[src/rtl/twsm_pkg.sv]
// Shared constants, state type and tap weight function of the triangular window smoother.
package twsm_pkg;

    localparam int CFG_BITS  = 4;
    localparam int H_BITS    = 3;
    localparam int WT_BITS   = 4;
    localparam int DIV_BITS  = 7;
    localparam int GROW_BITS = 7;

    typedef enum logic [1:0] {
        ST_IDLE,
        ST_SUM,
        ST_DIV,
        ST_EMIT
    } t_state;

    function automatic logic [WT_BITS-1:0] tap_weight(input logic [H_BITS-1:0] h, input int idx);
        int d;
        d = idx - int'(h);
        if (d < 0) begin
            d = -d;
        end
        if (d > int'(h)) begin
            return '0;
        end
        return WT_BITS'(int'(h) + 1 - d);
    endfunction

endpackage

[src/rtl/twsm_cell.sv]
// One history cell: holds a sample, shifts it on, and adds its weighted tap to the running sum.
module twsm_cell #(
    parameter int SAMPLE_BITS = 16,
    parameter int SUM_BITS    = 23
) (
    input  logic                                i_clk,
    input  logic                                i_rst_n,
    input  logic                                i_shift,
    input  logic signed [SAMPLE_BITS-1:0]       i_sample,
    input  logic [twsm_pkg::WT_BITS-1:0]        i_weight,
    input  logic signed [SUM_BITS-1:0]          i_psum,
    output logic signed [SAMPLE_BITS-1:0]       o_sample,
    output logic signed [SUM_BITS-1:0]          o_psum
);

    localparam int PROD_BITS = SAMPLE_BITS + twsm_pkg::WT_BITS + 1;

    logic signed [SAMPLE_BITS-1:0]   r_sample;
    logic signed [SUM_BITS-1:0]      r_psum;
    logic signed [SUM_BITS-1:0]      n_psum;
    logic signed [twsm_pkg::WT_BITS:0] w_wt;
    logic signed [PROD_BITS-1:0]     w_prod;

    assign w_wt   = $signed({1'b0, i_weight});
    assign w_prod = w_wt * r_sample;
    assign n_psum = i_psum + SUM_BITS'(w_prod);

    always_ff @(posedge i_clk) begin
        if (!i_rst_n) begin
            r_sample <= '0;
        end else if (i_shift) begin
            r_sample <= i_sample;
        end
    end

    always_ff @(posedge i_clk) begin
        r_psum <= n_psum;
    end

    assign o_sample = r_sample;
    assign o_psum   = r_psum;

endmodule

[src/rtl/twsm_div.sv]
// Restoring divider, one quotient bit a cycle, for the window sum by the squared centre weight.
module twsm_div #(
    parameter int SAMPLE_BITS = 16
) (
    input  logic                                 i_clk,
    input  logic                                 i_rst_n,
    input  logic                                 i_start,
    input  logic signed [SAMPLE_BITS+twsm_pkg::GROW_BITS-1:0] i_dividend,
    input  logic [twsm_pkg::DIV_BITS-1:0]        i_divisor,
    output logic                                 o_done,
    output logic signed [SAMPLE_BITS-1:0]        o_quotient
);

    localparam int SUM_BITS = SAMPLE_BITS + twsm_pkg::GROW_BITS;
    localparam int DB       = twsm_pkg::DIV_BITS;
    localparam int CNT_BITS = $clog2(SAMPLE_BITS + 1);

    logic                   r_busy;
    logic                   r_done;
    logic [CNT_BITS-1:0]    r_cnt;
    logic                   r_neg;
    logic [DB-1:0]          r_rem;
    logic [DB-1:0]          r_div;
    logic [SAMPLE_BITS-1:0] r_q;
    logic [SUM_BITS-1:0]    w_mag;
    logic [DB:0]            w_trial;
    logic [DB:0]            w_diff;
    logic                   w_ge;
    logic [SAMPLE_BITS-1:0] w_q_neg;

    assign w_mag   = i_dividend[SUM_BITS-1] ? SUM_BITS'(-i_dividend) : SUM_BITS'(i_dividend);
    assign w_trial = {r_rem, r_q[SAMPLE_BITS-1]};
    assign w_ge    = (w_trial >= {1'b0, r_div});
    assign w_diff  = w_trial - {1'b0, r_div};

    always_ff @(posedge i_clk) begin
        if (!i_rst_n) begin
            r_busy <= 1'b0;
            r_done <= 1'b0;
            r_cnt  <= '0;
        end else begin
            r_done <= r_busy && (r_cnt == CNT_BITS'(1));
            if (i_start) begin
                r_busy <= 1'b1;
                r_cnt  <= CNT_BITS'(SAMPLE_BITS);
            end else if (r_busy) begin
                r_cnt <= r_cnt - 1'b1;
                if (r_cnt == CNT_BITS'(1)) begin
                    r_busy <= 1'b0;
                end
            end
        end
    end

    always_ff @(posedge i_clk) begin
        if (i_start) begin
            r_neg <= i_dividend[SUM_BITS-1];
            r_div <= i_divisor;
            r_rem <= w_mag[SUM_BITS-1:SAMPLE_BITS];
            r_q   <= w_mag[SAMPLE_BITS-1:0];
        end else if (r_busy) begin
            r_rem <= w_ge ? w_diff[DB-1:0] : w_trial[DB-1:0];
            r_q   <= {r_q[SAMPLE_BITS-2:0], w_ge};
        end
    end

    assign w_q_neg    = -r_q;
    assign o_done     = r_done;
    assign o_quotient = $signed(r_neg ? w_q_neg : r_q);

endmodule

[src/rtl/triangular_window_smoother.sv]
// Top level of the triangular window smoother: cell chain, divider, result sequencer.
//
//  channel  | direction | handshake                  | payload
//  ---------+-----------+----------------------------+----------------------------------
//  input    | in        | i_in_valid / o_in_stall    | i_sample, i_frame_end
//  output   | out       | o_out_valid / i_out_stall  | o_smoothed, o_at_edge, o_final_out
//  config   | in        | i_cfg_valid / o_cfg_ready  | i_cfg_window_size
//
//  An averaged word is taken, its sum runs down the cell chain in ST_SUM and launches the
//  divider, and the bit-serial divider in ST_DIV yields the quotient; then each result word
//  is emitted in ST_EMIT. A word giving only edge zeros goes straight to ST_EMIT; one giving
//  none leaves the block idle.
//  Reset is synchronous: window size 3, history and frame position cleared.
//  Output stall holds the result register; input stall is high until the item is done.
module triangular_window_smoother #(
    parameter int SAMPLE_BITS = 16,
    parameter int MAX_WINDOW  = 15
) (
    input  logic                                 i_clk,
    input  logic                                 i_rst_n,
    input  logic                                 i_in_valid,
    output logic                                 o_in_stall,
    input  logic signed [SAMPLE_BITS-1:0]        i_sample,
    input  logic                                 i_frame_end,
    output logic                                 o_out_valid,
    input  logic                                 i_out_stall,
    output logic signed [SAMPLE_BITS-1:0]        o_smoothed,
    output logic                                 o_at_edge,
    output logic                                 o_final_out,
    input  logic                                 i_cfg_valid,
    output logic                                 o_cfg_ready,
    input  logic [twsm_pkg::CFG_BITS-1:0]        i_cfg_window_size
);

    localparam int SUM_BITS  = SAMPLE_BITS + twsm_pkg::GROW_BITS;
    localparam int HB        = twsm_pkg::H_BITS;
    localparam int POS_BITS  = $clog2(MAX_WINDOW + 1);
    localparam int TAP_BITS  = $clog2(MAX_WINDOW + 1);
    localparam int LEFT_BITS = HB + 1;
    localparam int CW        = ((POS_BITS > HB) ? POS_BITS : HB) + 2;
    localparam int MAX_ODD   = (MAX_WINDOW % 2 == 1) ? MAX_WINDOW : MAX_WINDOW - 1;

    twsm_pkg::t_state r_state, n_state;

    logic [twsm_pkg::CFG_BITS-1:0] r_window;
    logic [POS_BITS-1:0]           r_pos, n_pos;
    logic [HB-1:0]                 r_h, n_h;
    logic [HB:0]                   r_cnt, n_cnt;
    logic [LEFT_BITS-1:0]          r_left, n_left;
    logic                          r_last, n_last;
    logic                          r_edge, n_edge;
    logic signed [SAMPLE_BITS-1:0] r_result, n_result;
    logic                          r_out_valid, n_out_valid;
    logic signed [SAMPLE_BITS-1:0] r_smoothed, n_smoothed;
    logic                          r_at_edge, n_at_edge;
    logic                          r_final_out, n_final_out;

    logic [HB-1:0]                 w_h;
    logic                          w_in_accept;
    logic                          w_slot_free;
    logic                          w_has_main;
    logic                          w_is_avg;
    logic [HB-1:0]                 w_flush;
    logic                          w_div_start;
    logic                          w_div_done;
    logic signed [SAMPLE_BITS-1:0] w_quot;
    logic [HB:0]                   w_hp1;
    logic [2*HB+1:0]               w_sq;
    logic [TAP_BITS-1:0]           w_tap_idx;

    logic signed [SAMPLE_BITS-1:0] w_sample [MAX_WINDOW+1];
    logic signed [SUM_BITS-1:0]    w_psum   [MAX_WINDOW+1];
    logic [twsm_pkg::WT_BITS-1:0]  w_weight [MAX_WINDOW];

    always_comb begin
        int wv;
        wv = int'(r_window);
        if (wv % 2 == 0) begin
            wv = (wv == 0) ? 1 : wv - 1;
        end
        if (wv > MAX_WINDOW) begin
            wv = MAX_ODD;
        end
        w_h = HB'(wv >> 1);
    end

    assign w_in_accept = i_in_valid && !o_in_stall;
    assign w_slot_free = !r_out_valid || !i_out_stall;
    assign w_has_main  = CW'(r_pos) >= CW'(w_h);
    assign w_is_avg    = CW'(r_pos) >= (CW'(w_h) << 1);
    assign w_flush     = (CW'(r_pos) + CW'(1) < CW'(w_h)) ? HB'(CW'(r_pos) + CW'(1)) : w_h;

    assign w_sample[0] = i_sample;
    assign w_psum[0]   = '0;

    genvar gi;
    generate
        for (gi = 0; gi < MAX_WINDOW; gi++) begin : g_cell
            assign w_weight[gi] = twsm_pkg::tap_weight(r_h, gi);
            twsm_cell #(
                .SAMPLE_BITS (SAMPLE_BITS),
                .SUM_BITS    (SUM_BITS)
            ) u_cell (
                .i_clk    (i_clk),
                .i_rst_n  (i_rst_n),
                .i_shift  (w_in_accept),
                .i_sample (w_sample[gi]),
                .i_weight (w_weight[gi]),
                .i_psum   (w_psum[gi]),
                .o_sample (w_sample[gi+1]),
                .o_psum   (w_psum[gi+1])
            );
        end
    endgenerate

    assign w_tap_idx = TAP_BITS'({r_h, 1'b1});
    assign w_hp1     = {1'b0, r_h} + 1'b1;
    assign w_sq      = w_hp1 * w_hp1;

    twsm_div #(
        .SAMPLE_BITS (SAMPLE_BITS)
    ) u_div (
        .i_clk      (i_clk),
        .i_rst_n    (i_rst_n),
        .i_start    (w_div_start),
        .i_dividend (w_psum[w_tap_idx]),
        .i_divisor  (w_sq[twsm_pkg::DIV_BITS-1:0]),
        .o_done     (w_div_done),
        .o_quotient (w_quot)
    );

    always_comb begin
        n_state     = r_state;
        n_pos       = r_pos;
        n_h         = r_h;
        n_cnt       = r_cnt;
        n_left      = r_left;
        n_last      = r_last;
        n_edge      = r_edge;
        n_result    = r_result;
        n_out_valid = r_out_valid;
        n_smoothed  = r_smoothed;
        n_at_edge   = r_at_edge;
        n_final_out = r_final_out;
        w_div_start = 1'b0;

        if (!i_out_stall) begin
            n_out_valid = 1'b0;
        end

        case (r_state)
            twsm_pkg::ST_IDLE: begin
                if (w_in_accept) begin
                    n_h      = w_h;
                    n_cnt    = {w_h, 1'b1};
                    n_left   = LEFT_BITS'(w_has_main) + LEFT_BITS'(i_frame_end ? w_flush : '0);
                    n_last   = i_frame_end;
                    n_edge   = !w_is_avg;
                    n_result = '0;
                    if (i_frame_end) begin
                        n_pos = '0;
                    end else if (r_pos < POS_BITS'(MAX_WINDOW)) begin
                        n_pos = r_pos + 1'b1;
                    end
                    if (w_is_avg) begin
                        n_state = twsm_pkg::ST_SUM;
                    end else if (n_left != '0) begin
                        n_state = twsm_pkg::ST_EMIT;
                    end
                end
            end
            twsm_pkg::ST_SUM: begin
                if (r_cnt == '0) begin
                    w_div_start = 1'b1;
                    n_state     = twsm_pkg::ST_DIV;
                end else begin
                    n_cnt = r_cnt - 1'b1;
                end
            end
            twsm_pkg::ST_DIV: begin
                if (w_div_done) begin
                    n_result = w_quot;
                    n_state  = twsm_pkg::ST_EMIT;
                end
            end
            twsm_pkg::ST_EMIT: begin
                if (w_slot_free) begin
                    n_out_valid = 1'b1;
                    n_smoothed  = r_result;
                    n_at_edge   = r_edge;
                    n_final_out = r_last && (r_left == LEFT_BITS'(1));
                    n_left      = r_left - 1'b1;
                    n_result    = '0;
                    n_edge      = 1'b1;
                    if (r_left == LEFT_BITS'(1)) begin
                        n_state = twsm_pkg::ST_IDLE;
                    end
                end
            end
            default: begin
                n_state = twsm_pkg::ST_IDLE;
            end
        endcase
    end

    always_ff @(posedge i_clk) begin
        if (!i_rst_n) begin
            r_state     <= twsm_pkg::ST_IDLE;
            r_window    <= twsm_pkg::CFG_BITS'(3);
            r_pos       <= '0;
            r_out_valid <= 1'b0;
            r_cnt       <= '0;
            r_left      <= '0;
        end else begin
            r_state     <= n_state;
            r_pos       <= n_pos;
            r_out_valid <= n_out_valid;
            r_cnt       <= n_cnt;
            r_left      <= n_left;
            if (i_cfg_valid && o_cfg_ready) begin
                r_window <= i_cfg_window_size;
            end
        end
    end

    always_ff @(posedge i_clk) begin
        r_h         <= n_h;
        r_last      <= n_last;
        r_edge      <= n_edge;
        r_result    <= n_result;
        r_smoothed  <= n_smoothed;
        r_at_edge   <= n_at_edge;
        r_final_out <= n_final_out;
    end

    assign o_in_stall  = (r_state != twsm_pkg::ST_IDLE);
    assign o_cfg_ready = 1'b1;
    assign o_out_valid = r_out_valid;
    assign o_smoothed  = r_smoothed;
    assign o_at_edge   = r_at_edge;
    assign o_final_out = r_final_out;

    a_div_done_in_div: assert property (@(posedge i_clk) disable iff (!i_rst_n)
        w_div_done |-> (r_state == twsm_pkg::ST_DIV))
        else $error("divider finished outside the divide phase");

    a_left_bounded: assert property (@(posedge i_clk) disable iff (!i_rst_n)
        (r_state == twsm_pkg::ST_EMIT) |-> (r_left != '0) && (r_left <= ({1'b0, r_h} + 1'b1)))
        else $error("result count out of range");

    a_sum_count: assert property (@(posedge i_clk) disable iff (!i_rst_n)
        (r_state == twsm_pkg::ST_SUM) |-> (r_cnt <= {r_h, 1'b1}))
        else $error("chain count beyond window length");

    a_edge_zero: assert property (@(posedge i_clk) disable iff (!i_rst_n)
        (o_out_valid && o_at_edge) |-> (o_smoothed == '0))
        else $error("edge word carries a non-zero value");

endmodule
[config.mk]
export PLATFORM = sky130hd
export DESIGN_NAME = triangular_window_smoother
export DESIGN_NICKNAME = d
export VERILOG_FILES = /design/src/rtl/twsm_pkg.sv /design/src/rtl/twsm_cell.sv /design/src/rtl/twsm_div.sv /design/src/rtl/triangular_window_smoother.sv
export SDC_FILE = /design/constraint.sdc
export NUM_CORES = 2
export LEC_CHECK = 0
export ABC_CLOCK_PERIOD_IN_PS = 9100
export BUFFER_PORTS_ARGS = -buffer_cell sky130_fd_sc_hd__clkbuf_2
export CAP_MARGIN = 10
export CORE_ASPECT_RATIO = 1.1
export CORE_UTILIZATION = 45
export CTS_CLUSTER_SIZE = 30
export DETAILED_ROUTE_END_ITERATION = 6
export PLACE_DENSITY = 0.71
export SLEW_MARGIN = 20
export SYNTH_ARGS = -nofsm -noshare
export SYNTH_HDL_FRONTEND = slang
export SYNTH_SLANG_ARGS = --single-unit
[constraint.sdc]
create_clock -name i_clk -period 9.1 [get_ports i_clk]
set_clock_uncertainty 0.1 [all_clocks]
set_input_delay 2.275 -clock i_clk [delete_from_list [all_inputs] [get_ports i_clk]]
set_output_delay 2.275 -clock i_clk [all_outputs]
set_load 0.005 [all_outputs]
==> flow_summary_export.csv <==
group,metric,value,unit
run_status,status,"complete, but fails checks",
run_status,violations,"DRC",
yosys,synth_edf_count,69,
timing,grt_setup_unrepaired,"false",
layout,multiInputGateArea,46400,um2
yosys,synth_cells,7338,
detailed_routing,antenna_left,0,
placement,globalplace.congestion,0.948,
placement,io_buffers,45,
timing,drv_slew,0,
min_path,holdPathEnd,"g_cell[11].u_cell.o_psum[0]",
yosys,yosys_register_bits,677,
detailed_routing,first_pass_iters,7,
timing,worst_slew_pin_slew,1160,ps
floorplanning,core-area,146000,um2
flow_run,drv_cap,0,
worst_setup_path,cpMaxStageDelayCell,"ha_1",
worst_setup_path,rr_startpoint,"r_h[1]",
yosys,postSynthAreaPerCell,9.02,um2
yosys,async_flop_share,0,%
grt,antenna_found_initial,14,
timing,fin_crit_sh,89.9,%
floorplanning,chipHeight,404,um
layout,seq_area,14200,um2
layout,syn2layout_area_growth,8.25,%
worst_setup_path,path_common_cell,"ha_1",
clocking,cts_hold_buffers,0,
detailed_routing,vias,49924,
yosys,seq_area_frac_synth,21.5,%
detailed_routing,topRoutingLayerUsed,"met5",
clocking,cts_tree,"yes",
layout,fillers,13544,
yosys,netlist_area,66200,um2
floorplanning,die_w,368,um
worst_setup_path,worstSetupPathType,"flop to flop",
grt,grt_max_degree,147,
timing,setup_tns,0,ps
clocking,cts_setup_buffers,0,
clocking,clkSinkCount,677,
detailed_routing,viasPerCell,5.33,
clocking,cts-buffers-inserted,85,
detailed_routing,met3WireLength,9420,um
yosys,synth-warning-count,0,
worst_setup_path,crit_path_max_incr_delay,680,ps
timing,fmax,122,MHz
detailed_routing,wl_per_cell,19.0,um
clocking,clkTransAtPathRegs,60,ps
grt,grt-ovfl-total,0,
power,power_density,254,nW/um2
worst_setup_path,start_kind,"flop",
detailed_routing,drt-met1-wl,68000,um
timing,finalHoldWorstSlack,257,ps
clocking,cts_resized,0,
worst_setup_path,path_max_fanout,38,
detailed_routing,remaining_drc_errors,1,
min_path,worstHoldStart,"g_cell[10].u_cell.o_psum[0]",
yosys,synth_cell_types,81,
floorplanning,start_util,45.4,%
timing,hold_viol,0,
min_path,hold_class,"flop to flop",
worst_setup_path,r2r_slack,920,ps
timing,setup_viol,0,
timing,slew_headroom,20.7,%
power,max-vdd-ir-drop,0.000170,V
worst_setup_path,crit_family,"adder cells",
grt,grt_pass1_vias,52606,
worst_setup_path,rr_worst_depth,27,
detailed_routing,drt-initial-drc-count,3099,
worst_setup_path,required,9620,ps
layout,num-nets-final,8935,
worst_setup_path,endpoint_kind,"flop",
detailed_routing,dr_wl_met2,89200,um
floorplanning,die_area,149000,um2
worst_setup_path,r2r-end,"g_cell[6].u_cell.o_psum[22]",
clocking,worstSkewPairLatency,720,ps
floorplanning,rows,147,
clocking,clock-root-buffer,"clkbuf_16",
min_path,hold_path_depth,0,
worst_setup_path,path_buf_inv,5,
grt,track_usage,24.6,%
timing,period_needed,8180,ps
detailed_routing,drt_wl_total,178000,um
layout,drive_above_1_share,4.66,%
placement,place_hpwl,142000,um
layout,utilization,49.1,%
clocking,cts_htree_levels,3,
worst_setup_path,arrival,8700,ps
yosys,synthFlopType,"dfxtp_1",
power,p_leak,0.0362,uW
grt,grt_pass1_wl,287000,um
clocking,cts.path.max_buffers,3,
floorplanning,ioPinCount,47,
==> cell families (layout without fill, tap and decap cells) <==
group	after synthesis	in the layout	share of synthesized area [%]
AND/OR/NAND/NOR	2049	2049	14.9
multiplexers	82	82	2.15
AO/OA/AOI/OAI	1061	1061	9.81
XOR/XNOR	394	394	5.22
buffers and inverters	1519	1569	8.69
flip-flops	677	677	21.5
other	2	42	0.0114
adder cells (fa/ha/maj)	1554	1554	37.7
==> worst register-to-register path, stage by stage (launching register included) <==
cell	delay [ps]
edfxtp_1	420
buf_4	510
ha_1	450
inv_1	120
ha_1	680
nand2_1	110
o21a_1	150
ha_1	290
a21oi_1	140
a21oi_1	70
o21ai_2	60
buf_4	320
nand2_1	150
nor2_1	170
fa_1	440
inv_1	80
fa_1	430
fa_1	540
inv_1	40
ha_1	350
a211o_1	340
a2111oi_0	640
o31ai_1	240
o21ai_0	390
a211oi_1	170
or3_1	380
a21oi_1	180
xnor2_1	130
==> report_power, final <==
part           leakage (uW)  internal (uW)  switching, uW
Sequential          0.00568           4080           1090
Clock               0.00143           2110           1460
Combinational        0.0291           3510           5910
Total                0.0362           9700           8460
==> cell usage after synthesis, types with 17 or more instances <==
master	number	area (um2)
inv_1	1306	4900
ha_1	820	10300
nand2_1	759	2850
fa_1	734	14700
dfxtp_1	608	12200
a21oi_1	487	2440
nor2_1	398	1490
and2_1	360	2250
xnor2_1	286	2500
and3_1	217	1360
clkbuf_1	170	638
o21ai_0	142	711
xor2_1	108	946
a21o_1	92	691
nor2b_1	73	457
edfxtp_1	69	2070
nor3_1	60	300
o21a_1	54	405
nand3_1	52	260
nand2b_1	43	269
mux4_2	40	901
a211oi_1	35	263
a31oi_1	34	213
mux2i_1	31	310
o21bai_1	30	225
or3_1	29	181
buf_1	21	78.8
o211ai_1	19	143
o31ai_1	19	143
or2_2	17	106
==> sequential cells by signal, indices dropped and copies added, names as in the netlist, 2 cells and up <==
register,count
g_cell.u_cell.o_psum,342
g_cell.u_cell.o_sample,240
o_smoothed,16
r_cnt,4
r_h,3
r_left,4
r_pos,4
r_result,16
r_state,2
r_window,4
u_div.r_cnt,5
u_div.r_div,6
u_div.r_q,16
u_div.r_rem,7
==> placed cells by master (no fill, tap or decap), types with 29 or more instances in the layout <==
cell	count
o21bai_1	30
and2_1	360
dfxtp_1	608
a21o_1	92
or3_1	29
nor3_1	60
mux2i_1	30
xnor2_1	285
a211oi_1	35
nor2_1	392
fa_1	734
xor2_1	107
clkbuf_16	89
mux4_2	40
conb_1	38
edfxtp_1	69
buf_4	58
nand3_1	52
o21a_1	54
and3_1	217
a31oi_1	33
inv_1	1304
a21oi_1	487
o21ai_0	139
nand2_1	758
nor2b_1	73
nand2b_1	43
clkbuf_2	45
ha_1	818
==> metal layers <==
| layer | GRT usage, % | vias to the layer above |
|---|---|---|
| met3 | 4.17 | 475 |
| li1 | - | 23552 |
| met5 | 0 | - |
| met4 | 13.4 | 8 |
| met2 | 44.1 | 1234 |
| met1 | 27.5 | 24655 |
==> how the worst max path moves through the flow <==
stage	from	to	slack (ps)	cells past startpoint
6_report	r_h[1]	g_cell[6].u_cell.o_psum[22]	920	27
4_1_cts	r_h[1]	g_cell[6].u_cell.o_psum[22]	1010	27
2_1_floorplan	r_h[0]	g_cell[1].u_cell.o_psum[21]	750	34
3_5_place_dp	r_h[1]	g_cell[6].u_cell.o_psum[22]	1040	27
5_1_grt	r_h[1]	g_cell[6].u_cell.o_psum[22]	350	27
3_3_place_gp	r_h[1]	g_cell[6].u_cell.o_psum[22]	1150	27
==> layout make-up <==
| class | instances | share of cell area (%) |
|---|---|---|
| Multi-Input combinational cell | 5178 | 64.8 |
| Tap cell | 1937 | 3.38 |
| Sequential cell | 677 | 19.9 |
| Inverter | 1309 | 6.88 |
| Timing Repair Buffer | 104 | 0.951 |
| Clock inverter | 36 | 0.643 |
| Antenna cell | 4 | 0.0140 |
| Clock buffer | 120 | 3.47 |
==> per-stage QoR <==
stage	worst slack [ps]	cells	total power (uW)	cell area [um2]
after CTS	1010	9361	18200	71600
after floorplan	749	7374	11300	66300
final	922	9365	18200	71600
after global placement	1150	9205	14300	68600
after global routing	354	9362	19500	71600
after detailed placement	1040	9205	14500	68600
No activity file was read; power rests on OpenSTA's default activity.
